`src/design/fir_filter_pcm16_assert.svh`:
```
// Assertion helpers shared by the RTL; clk and rst_n must be in scope.
`ifndef FIR_FILTER_PCM16_ASSERT_SVH
`define FIR_FILTER_PCM16_ASSERT_SVH

// same-cycle implication
`define FIR_ASSERT(label, ante, cons, msg) \
  label: assert property (@(posedge clk) disable iff (!rst_n) (ante) |-> (cons)) \
    else $error(msg);

// next-cycle implication
`define FIR_ASSERT_NXT(label, ante, cons, msg) \
  label: assert property (@(posedge clk) disable iff (!rst_n) (ante) |=> (cons)) \
    else $error(msg);

`endif

```
`src/design/fir_pcm_pkg.sv`:
```
`default_nettype none

package fir_pcm_pkg;

  localparam int SAMPLE_W  = 16;
  localparam int COEF_W    = 18;
  localparam int PROD_W    = SAMPLE_W + COEF_W;
  localparam int FRAC_BITS = 15;
  localparam int TCNT_W    = 6;
  localparam int TIDX_W    = 5;

  localparam logic CMD_WRITE_COEF = 1'b0;
  localparam logic CMD_FILTER     = 1'b1;

  typedef logic signed [SAMPLE_W-1:0] sample_t;
  typedef logic signed [COEF_W-1:0]   coef_t;
  typedef logic signed [PROD_W-1:0]   prod_t;

  // control from sequencer to the MAC
  typedef struct packed {
    logic clr;  // zero the accumulator
    logic vld;  // operands valid this cycle
  } mac_ctrl_t;

endpackage

`default_nettype wire

```
`src/design/fir_pcm_if.sv`:
```
`default_nettype none

// input word channel
interface fir_pcm_in_if import fir_pcm_pkg::*; ();
  logic              valid;
  logic              ready;
  logic              command;
  logic [TIDX_W-1:0] tap_index;
  coef_t             coefficient;
  sample_t           sample_in;
  logic              start_of_stream;

  modport source (output valid, command, tap_index, coefficient, sample_in,
                  start_of_stream, input ready);
  modport sink   (input valid, command, tap_index, coefficient, sample_in,
                  start_of_stream, output ready);
endinterface

// result word channel
interface fir_pcm_out_if import fir_pcm_pkg::*; ();
  logic    valid;
  logic    ready;
  sample_t sample_out;
  logic    saturated;

  modport source (output valid, sample_out, saturated, input ready);
  modport sink   (input valid, sample_out, saturated, output ready);
endinterface

`default_nettype wire

```
`src/design/fir_filter_pcm16.sv`:
```
// fir_filter_pcm16: direct-form FIR on signed 16-bit PCM.
// in_if: valid/ready words. command=0 writes coefficient[tap_index] (Q2.15)
//   and gives no result; writes with tap_index >= TAPS drop.
// command=1 filters sample_in; start_of_stream=1 first zeroes the history.
// out_if: valid/ready words with sample_out and saturated. The result is
//   sum(coef[n]*hist[n], n < tap_count), truncated toward zero by 2^15,
//   then clipped to 16 bits (saturated flags the clip).
// cfg_wr_en/cfg_wr_data write tap_count (limited to TAPS); only when idle.
// Timing: one shared 18x16 multiplier, one tap per cycle. After a sample is
//   accepted, in_if.ready stays low until its result is valid. Memory read
//   and product registers lie between a tap's issue and its accumulation.
// Stall: the result sits in an output register; the block goes back to
//   accepting words while it waits, and only holds in the final step if the
//   register is still full when the next result is ready.
// Reset: tap_count=1, all coefficients and history read as zero. Clearing
//   uses per-entry valid bits and a fill count, so no clearing pass is run.
`default_nettype none

`include "fir_filter_pcm16_assert.svh"

module fir_filter_pcm16 import fir_pcm_pkg::*; #(
  parameter int TAPS = 32
) (
  input  wire logic              clk,
  input  wire logic              rst_n,
  fir_pcm_in_if.sink             in_if,
  fir_pcm_out_if.source          out_if,
  input  wire logic              cfg_wr_en,
  input  wire logic [TCNT_W-1:0] cfg_wr_data
);

  localparam int AW    = (TAPS > 1) ? $clog2(TAPS) : 1;
  localparam int CW    = ($clog2(TAPS + 1) > TCNT_W) ? $clog2(TAPS + 1) : TCNT_W;
  localparam int ACC_W = PROD_W + $clog2(TAPS) + 1;
  localparam int QW    = ACC_W - FRAC_BITS;

  localparam logic [CW-1:0]        TAPS_C = CW'(TAPS);
  localparam logic [AW-1:0]        LAST_A = AW'(TAPS - 1);
  localparam logic signed [QW-1:0] Q_MAX  = QW'(32767);
  localparam logic signed [QW-1:0] Q_MIN  = QW'(-32768);
  localparam logic [ACC_W-1:0]     RND    = ACC_W'((1 << FRAC_BITS) - 1);

  // sequencer states
  localparam logic [1:0] ST_IDLE  = 2'd0;
  localparam logic [1:0] ST_RUN   = 2'd1;
  localparam logic [1:0] ST_ROUND = 2'd2;
  localparam logic [1:0] ST_OUT   = 2'd3;

  logic [1:0]        state_r, state_nxt;
  logic [TCNT_W-1:0] tap_count_r;
  logic [CW-1:0]     cnt_r;      // taps in use for this sample
  logic [CW-1:0]     k_r;        // next tap to issue
  logic [CW-1:0]     fill_r;     // history entries written since clear
  logic [AW-1:0]     wr_ptr_r;   // newest history entry
  logic [AW-1:0]     rd_ptr_r;   // history entry for tap k
  logic [TAPS-1:0]   cvalid_r;   // coefficient written since reset

  sample_t           hist_mem [TAPS];
  coef_t             coef_mem [TAPS];
  sample_t           hist_q_r;
  coef_t             coef_q_r;
  logic              hist_ok_r, coef_ok_r, rd_v_r;

  logic signed [QW-1:0] q_r;
  logic                 out_valid_r;
  sample_t              out_sample_r;
  logic                 out_sat_r;

  logic              in_acc, do_filt, do_coef, issue, out_free;
  logic [CW-1:0]     tc_ext, cnt_nxt;
  logic [AW-1:0]     wr_ptr_inc;
  mac_ctrl_t         mac_ctrl;
  logic              mac_busy;
  logic [ACC_W-1:0]  acc, rnd_sum;
  coef_t             mac_coef;
  sample_t           mac_samp;

  assign in_if.ready = (state_r == ST_IDLE);
  assign in_acc      = in_if.valid && in_if.ready;
  assign do_filt     = in_acc && (in_if.command == CMD_FILTER);
  assign do_coef     = in_acc && (in_if.command == CMD_WRITE_COEF)
                       && (CW'(in_if.tap_index) < TAPS_C);
  assign issue       = (state_r == ST_RUN) && (k_r < cnt_r);
  assign out_free    = !out_valid_r || out_if.ready;

  assign tc_ext     = CW'(tap_count_r);
  assign cnt_nxt    = (tc_ext > TAPS_C) ? TAPS_C : tc_ext;
  assign wr_ptr_inc = (wr_ptr_r == LAST_A) ? '0 : wr_ptr_r + AW'(1);

  // config register
  always_ff @(posedge clk) begin
    if (!rst_n) begin
      tap_count_r <= TCNT_W'(1);
    end else if (cfg_wr_en) begin
      tap_count_r <= cfg_wr_data;
    end
  end

  // sequencer
  always_comb begin
    state_nxt = state_r;
    unique case (state_r)
      ST_IDLE:  if (do_filt) state_nxt = ST_RUN;
      ST_RUN:   if (!issue && !rd_v_r && !mac_busy) state_nxt = ST_ROUND;
      ST_ROUND: state_nxt = ST_OUT;
      ST_OUT:   if (out_free) state_nxt = ST_IDLE;
      default:  state_nxt = ST_IDLE;
    endcase
  end

  always_ff @(posedge clk) begin
    if (!rst_n) begin
      state_r  <= ST_IDLE;
      fill_r   <= '0;
      wr_ptr_r <= '0;
      cvalid_r <= '0;
      rd_v_r   <= 1'b0;
      k_r      <= '0;
      cnt_r    <= '0;
      rd_ptr_r <= '0;
    end else begin
      state_r <= state_nxt;
      rd_v_r  <= issue;
      if (do_coef) begin
        cvalid_r[AW'(in_if.tap_index)] <= 1'b1;
      end
      if (do_filt) begin
        wr_ptr_r <= wr_ptr_inc;
        rd_ptr_r <= wr_ptr_inc;
        k_r      <= '0;
        cnt_r    <= cnt_nxt;
        if (in_if.start_of_stream) begin
          fill_r <= CW'(1);
        end else if (fill_r != TAPS_C) begin
          fill_r <= fill_r + CW'(1);
        end
      end else if (issue) begin
        k_r      <= k_r + CW'(1);
        rd_ptr_r <= (rd_ptr_r == '0) ? LAST_A : rd_ptr_r - AW'(1);
      end
    end
  end

  // history and coefficient memories; reads registered
  always_ff @(posedge clk) begin
    if (do_filt) begin
      hist_mem[wr_ptr_inc] <= in_if.sample_in;
    end
    hist_q_r <= hist_mem[rd_ptr_r];
  end

  always_ff @(posedge clk) begin
    if (do_coef) begin
      coef_mem[AW'(in_if.tap_index)] <= in_if.coefficient;
    end
    coef_q_r <= coef_mem[k_r[AW-1:0]];
  end

  // unwritten entries read as zero
  always_ff @(posedge clk) begin
    hist_ok_r <= (k_r < fill_r);
    coef_ok_r <= cvalid_r[k_r[AW-1:0]];
  end

  assign mac_coef     = coef_ok_r ? coef_q_r : '0;
  assign mac_samp     = hist_ok_r ? hist_q_r : '0;
  assign mac_ctrl.clr = do_filt;
  assign mac_ctrl.vld = rd_v_r;

  fir_pcm_mac #(
    .ACC_W (ACC_W)
  ) u_mac (
    .clk   (clk),
    .rst_n (rst_n),
    .ctrl  (mac_ctrl),
    .coef  (mac_coef),
    .samp  (mac_samp),
    .busy  (mac_busy),
    .acc   (acc)
  );

  // divide by 2^15 toward zero: bias negatives before the shift
  assign rnd_sum = acc + (acc[ACC_W-1] ? RND : '0);

  always_ff @(posedge clk) begin
    if (state_r == ST_ROUND) begin
      q_r <= rnd_sum[ACC_W-1:FRAC_BITS];
    end
  end

  // output register
  always_ff @(posedge clk) begin
    if (!rst_n) begin
      out_valid_r <= 1'b0;
    end else if ((state_r == ST_OUT) && out_free) begin
      out_valid_r <= 1'b1;
    end else if (out_if.ready) begin
      out_valid_r <= 1'b0;
    end
  end

  always_ff @(posedge clk) begin
    if ((state_r == ST_OUT) && out_free) begin
      priority if (q_r > Q_MAX) begin
        out_sample_r <= SAMPLE_W'(32767);
        out_sat_r    <= 1'b1;
      end else if (q_r < Q_MIN) begin
        out_sample_r <= sample_t'(Q_MIN[SAMPLE_W-1:0]);
        out_sat_r    <= 1'b1;
      end else begin
        out_sample_r <= q_r[SAMPLE_W-1:0];
        out_sat_r    <= 1'b0;
      end
    end
  end

  assign out_if.valid      = out_valid_r;
  assign out_if.sample_out = out_sample_r;
  assign out_if.saturated  = out_sat_r;

  `FIR_ASSERT(a_k_bound, 1'b1, k_r <= cnt_r, "tap counter past tap count")
  `FIR_ASSERT(a_fill_bound, 1'b1, fill_r <= TAPS_C, "history fill past depth")
  `FIR_ASSERT_NXT(a_filt_run, do_filt, state_r == ST_RUN, "filter word did not start run")
  `FIR_ASSERT_NXT(a_out_hold, out_valid_r && !out_if.ready, out_valid_r && $stable(out_sample_r) && $stable(out_sat_r), "stalled result changed")

endmodule

`default_nettype wire

```
`src/design/fir_pcm_mac.sv`:
```
`default_nettype none

// Shared multiply-accumulate: registered product, then accumulate.
module fir_pcm_mac import fir_pcm_pkg::*; #(
  parameter int ACC_W = 40
) (
  input  wire logic             clk,
  input  wire logic             rst_n,
  input  wire mac_ctrl_t        ctrl,
  input  wire coef_t            coef,
  input  wire sample_t          samp,
  output logic                  busy,
  output logic [ACC_W-1:0]      acc
);

  prod_t            prod_r;
  logic             mul_v_r;
  logic [ACC_W-1:0] acc_r;

  always_ff @(posedge clk) begin
    prod_r <= coef * samp;
  end

  always_ff @(posedge clk) begin
    if (!rst_n) begin
      mul_v_r <= 1'b0;
    end else begin
      mul_v_r <= ctrl.vld;
    end
  end

  always_ff @(posedge clk) begin
    if (ctrl.clr) begin
      acc_r <= '0;
    end else if (mul_v_r) begin
      acc_r <= acc_r + {{(ACC_W-PROD_W){prod_r[PROD_W-1]}}, prod_r};
    end
  end

  assign busy = mul_v_r;
  assign acc  = acc_r;

endmodule

`default_nettype wire

```
`src/flat_wrapper.sv`:
```
// flat-port wrapper written by rule: the top's interface ports become plain ports
module fir_filter_pcm16_flat import fir_pcm_pkg::*;
#(
  parameter int TAPS = 32
)
  (clk, rst_n, cfg_wr_en, cfg_wr_data, in_if_valid, in_if_command, in_if_tap_index, in_if_coefficient, in_if_sample_in, in_if_start_of_stream, in_if_ready, out_if_valid, out_if_sample_out, out_if_saturated, out_if_ready);
  fir_pcm_in_if in_if_i ();
  fir_pcm_out_if out_if_i ();
  input  wire logic clk;
  input  wire logic rst_n;
  input  wire logic cfg_wr_en;
  input  wire logic [TCNT_W-1:0] cfg_wr_data;
  input wire logic [$bits(in_if_i.valid)-1:0] in_if_valid;
  input wire logic [$bits(in_if_i.command)-1:0] in_if_command;
  input wire logic [$bits(in_if_i.tap_index)-1:0] in_if_tap_index;
  input wire logic [$bits(in_if_i.coefficient)-1:0] in_if_coefficient;
  input wire logic [$bits(in_if_i.sample_in)-1:0] in_if_sample_in;
  input wire logic [$bits(in_if_i.start_of_stream)-1:0] in_if_start_of_stream;
  output wire logic [$bits(in_if_i.ready)-1:0] in_if_ready;
  output wire logic [$bits(out_if_i.valid)-1:0] out_if_valid;
  output wire logic [$bits(out_if_i.sample_out)-1:0] out_if_sample_out;
  output wire logic [$bits(out_if_i.saturated)-1:0] out_if_saturated;
  input wire logic [$bits(out_if_i.ready)-1:0] out_if_ready;
  assign in_if_i.valid = in_if_valid;
  assign in_if_i.command = in_if_command;
  assign in_if_i.tap_index = in_if_tap_index;
  assign in_if_i.coefficient = in_if_coefficient;
  assign in_if_i.sample_in = in_if_sample_in;
  assign in_if_i.start_of_stream = in_if_start_of_stream;
  assign in_if_ready = in_if_i.ready;
  assign out_if_valid = out_if_i.valid;
  assign out_if_sample_out = out_if_i.sample_out;
  assign out_if_saturated = out_if_i.saturated;
  assign out_if_i.ready = out_if_ready;
  fir_filter_pcm16 #(.TAPS(TAPS)) u_core (.clk(clk), .rst_n(rst_n), .in_if(in_if_i), .out_if(out_if_i), .cfg_wr_en(cfg_wr_en), .cfg_wr_data(cfg_wr_data));
endmodule
```
`config.mk`:
```
export PLATFORM = sky130hd
export DESIGN_NAME = fir_filter_pcm16_flat
export DESIGN_NICKNAME = d
export VERILOG_FILES = /design/src/design/fir_pcm_pkg.sv /design/src/design/fir_pcm_if.sv /design/src/design/fir_filter_pcm16.sv /design/src/design/fir_pcm_mac.sv /design/src/flat_wrapper.sv
export VERILOG_INCLUDE_DIRS = /design/src /design/src/design
export SDC_FILE = /design/constraint.sdc
export NUM_CORES = 2
export LEC_CHECK = 0
export BUFFER_PORTS_ARGS = -buffer_cell sky130_fd_sc_hd__buf_2
export CAP_MARGIN = 25
export CORE_ASPECT_RATIO = 1.1
export CORE_MARGIN = 4
export CORE_UTILIZATION = 45
export DETAILED_ROUTE_END_ITERATION = 7
export GPL_ROUTABILITY_DRIVEN = 0
export PLACE_DENSITY = 0.67
export SYNTH_ARGS = -nofsm -noshare
export SYNTH_HDL_FRONTEND = slang
export SYNTH_SLANG_ARGS = --single-unit
```
`constraint.sdc`:
```
create_clock -name clk -period 6.7 [get_ports clk]
set_input_delay 0 -clock clk [delete_from_list [all_inputs] [get_ports clk]]
set_output_delay 0 -clock clk [all_outputs]
set_load 0.05 [all_outputs]
```
==> metrics.md <==
| Metric | Value |
|---|---|
| Worst-Skew Late Latency | about 0.79 ns |
| First-pass GRT wire length | 214000 µm |
| Vertical die dimension | ~400 µm |
| Final wirelength | roughly 140000 µm |
| GRT Util Overall | 19.6% |
| Worst slew pin tran | 0.981 ns |
| Status | complete, no violations |
| FF-to-FF Start | u_core.coef_ok_r |
| Worst Skew | 0.0528 ns |
| Area Overhead vs Synth | 13.4% |
| Synth Flop Type | edfxtp_1 |
| Unrepaired setup endpoints after global routing | false |
| CP required | ~7.4 ns |
| Clock Sinks | 1311 |
| Vias per inst | 5.54 |
| Ys Warns | 0 |
| Number of global-route vias before repair | ~35k |
| First-pass iteration count of the detailed router | 5 |
| Synth cell types | 76 |
| Hold path startpoint | in_if_tap_index[1] |
| Setup CP Type | flip-flop to flip-flop |
| Pwr Density | 265 nW/µm² |
| Setup_tns | 0 ns |
| Post-synth ARST share | 0% |
| Endpoint class of the critical path | flip-flop |
| CTS tree | yes |
| Setup violators final | 0 |
| Die W | 363 µm |
| Die area | between 100000 and 150000 µm² |
| Fillers | 11.3k |
| GRT overflow | 0 |
| Root Driver | clkbuf_16 |
| Antenna viol nets, final | 0 |
| Max clock buf depth | 3 |
| Synthesized flop and latch total | 1311 |
| Post-synthesis area per instance | 16.0 µm² |
| Worst vdd ir | 270 µV |
| Site Rows | 143 |
| CTS clock-pin slew for the worst setup and hold paths | 0.06 ns |
| Sequential fraction of the synthesis area | approximately 60% |
| Hpwl dp | 88300 µm |
| Maximum fanout along the worst path | 38 |
| LEAKAGE | 0.0250 µW |
| Initial DRC count | 3114 |
| Syn Std Cell Area | 62500 µm² |
| Core area | around 140000 µm² |
| Input/output buffers | 70 |
| Syn nets | 4417 |
| Final min period | 6.38 ns |
| Final Hold Fails | 0 |
| NumNets Final | 4654 |
| Cell count after synthesis | 3911 |
| Fin crit share | between 90 and 100% |
| Slew Limit Fails | 0 |
| Worst setup SP type | flip-flop |
| H-tree depth | 4 |
| Hold Crit Class | input pin to flip-flop |
| Post-layout util | 51.3% |
| Wire per inst | around 23 µm |
| Max-cap violations | 0 |
| DR vias | approximately 34k |
| Critical path arrival | 7.10 ns |
| I/O pins | 71 |
| EDFF count, synth | 1130 |
| TritonCTS buffer count | 137 |
| Largest net degree at the start of global routing | 76 |
| Initial Utilization | 45.2% |
| Max frequency | between 0.15 and 0.2 GHz |
| DRC | 0 |
| Share of cells above drive strength 1 | 20.8% |
| Post CTS Setup Buffer Count | 0 |
| Worst setup path start | u_core.coef_ok_r |
| Slew HR | 34.5% |
| Initial antenna violation count | 4 |
-- metal layers --
metal	global-route usage (%)	up-vias	routed length, µm
li1	-	14900	-
met1	26.7	17400	57900
met2	32.0	1145	66900
met3	3.74	276	9370
met4	6.25	2	4060
met5	0	-	7
-- where the power goes --
group | leakage (µW) | internal [µW] | switching [µW] | total (µW)
Clock | 0.00214 | 4230 | 3200 | 7420
Sequential | 0.0117 | 9070 | 209 | 9280
Combinational | 0.0112 | 927 | 1160 | 2080
Total | 0.0250 | 14200 | 4560 | 18800
-- sequential cells by signal (all words and copies together), names as in the netlist, 2 cells and up --
signal                    cells
u_core.cnt_r                  6
u_core.coef_mem             576
u_core.coef_q_r              18
u_core.cvalid_r              32
u_core.fill_r                 6
u_core.hist_mem             512
u_core.hist_q_r              16
u_core.k_r                    6
u_core.out_if.sample_out     16
u_core.q_r                   25
u_core.rd_ptr_r               5
u_core.state_r                2
u_core.tap_count_r            6
u_core.u_mac.acc             40
u_core.u_mac.prod_r          34
u_core.wr_ptr_r               5
-- cell families after synthesis --
logic type      synth area share [%]
fa+ha+maj                       12.6
buf+inv                         3.34
simple gates                    5.23
mux                             13.7
compound gates                  3.57
xor+xnor                        1.53
flops                           60.1
-- critical path, stage by stage (launching register included) --
cell       delay [ns]
dfxtp_1          0.35
buf_12           0.20
nand2_1          0.35
nor2_1           0.26
fa_1             0.44
inv_1            0.08
fa_1             0.43
fa_1             0.44
fa_1             0.50
inv_1            0.06
fa_1             0.52
inv_1            0.05
fa_1             0.48
inv_1            0.04
ha_1             0.30
a21oi_1          0.15
o21ai_1          0.14
a2111oi_2        0.40
o21ai_2          0.16
o31ai_2          0.27
a31oi_1          0.18
a21o_1           0.21
a21oi_1          0.17
xnor2_1          0.13
-- timing repair --
item                       in CTS  in global routing
hold buffers                   65                  0
setup endpoints to repair       1                  2
hold endpoints to repair     1230                  0
gates resized for setup         1                 17
-- cell usage in the layout (no fill, tap or decap), types with 25 or more instances in the layout --
| cell type | instances |
|---|---|
| edfxtp_1 | 1130 |
| inv_1 | 390 |
| mux4_2 | 350 |
| fa_1 | 291 |
| nand2_1 | 252 |
| nor2_1 | 244 |
| dfxtp_1 | 171 |
| ha_1 | 163 |
| clkbuf_16 | 138 |
| buf_4 | 119 |
| xnor2_1 | 82 |
| a21oi_1 | 75 |
| buf_2 | 70 |
| dlygate4sd3_1 | 65 |
| nor2_2 | 54 |
| a21o_1 | 53 |
| o21a_1 | 40 |
| nand3_1 | 37 |
| clkbuf_1 | 36 |
| o21ai_0 | 35 |
| mux2_2 | 35 |
| xor2_1 | 27 |
| mux2i_1 | 26 |
| and2_1 | 25 |
-- layout make-up --
| type | instances | area (µm²) | area share, % |
|---|---|---|---|
| Antenna cell | 3 | 7.51 | 0.0106 |
| Clock buffer | 183 | 3710 | 5.24 |
| Clock inverter | 67 | 738 | 1.04 |
| Inverter | 390 | 1460 | 2.07 |
| Multi-Input combinational cell | 2048 | 23100 | 32.6 |
| Sequential cell | 1311 | 37600 | 53.0 |
| Tap cell | 1812 | 2270 | 3.20 |
| Timing Repair Buffer | 260 | 2020 | 2.85 |
-- through the flow --
stage	worst slack (ns)	instances	power, µW	hold slack, ns	instance area (µm²)
2_1_floorplan	0.468	3911	10800	0.0989	62500
3_3_place_gp	0.112	5755	11500	0.263	65700
3_5_place_dp	-0.0384	5755	11500	0.277	65700
4_1_cts	0.172	6070	19000	0.0195	70800
5_1_grt	0.00328	6072	19500	0.0804	70900
6_report	0.322	6074	18800	0.0977	70900
-- synthesized netlist by cell type, drive strengths merged, types with 37 or more instances --
cell type / number / area share [%]
edfxtp: 1130 / 54
xnor2: 82 / 1.1
a21o: 53 / 0.64
dfxtp: 181 / 5.8
inv: 390 / 2.3
buf: 48 / 0.31
o21a: 40 / 0.48
nor2: 308 / 1.8
nand2: 256 / 1.5
ha: 163 / 3.3
a21oi: 76 / 0.63
nand3: 37 / 0.30
o21ai: 49 / 0.41
clkbuf: 114 / 0.68
fa: 291 / 9.3
mux4: 350 / 13
-- final timing paths --
path | end | slack (ns) | depth (start not counted)
worst max-delay path | u_core.u_mac.prod_r[33] | 0.32 | 23
worst min-delay path | u_core.coef_mem[23][1] | 0.1 | 3
worst max register to register | u_core.u_mac.prod_r[33] | 0.32 | 23
worst min register to register | u_core.cvalid_r[28] | 0.46 | 1
Note: power is estimated with default switching activity, not from simulation.
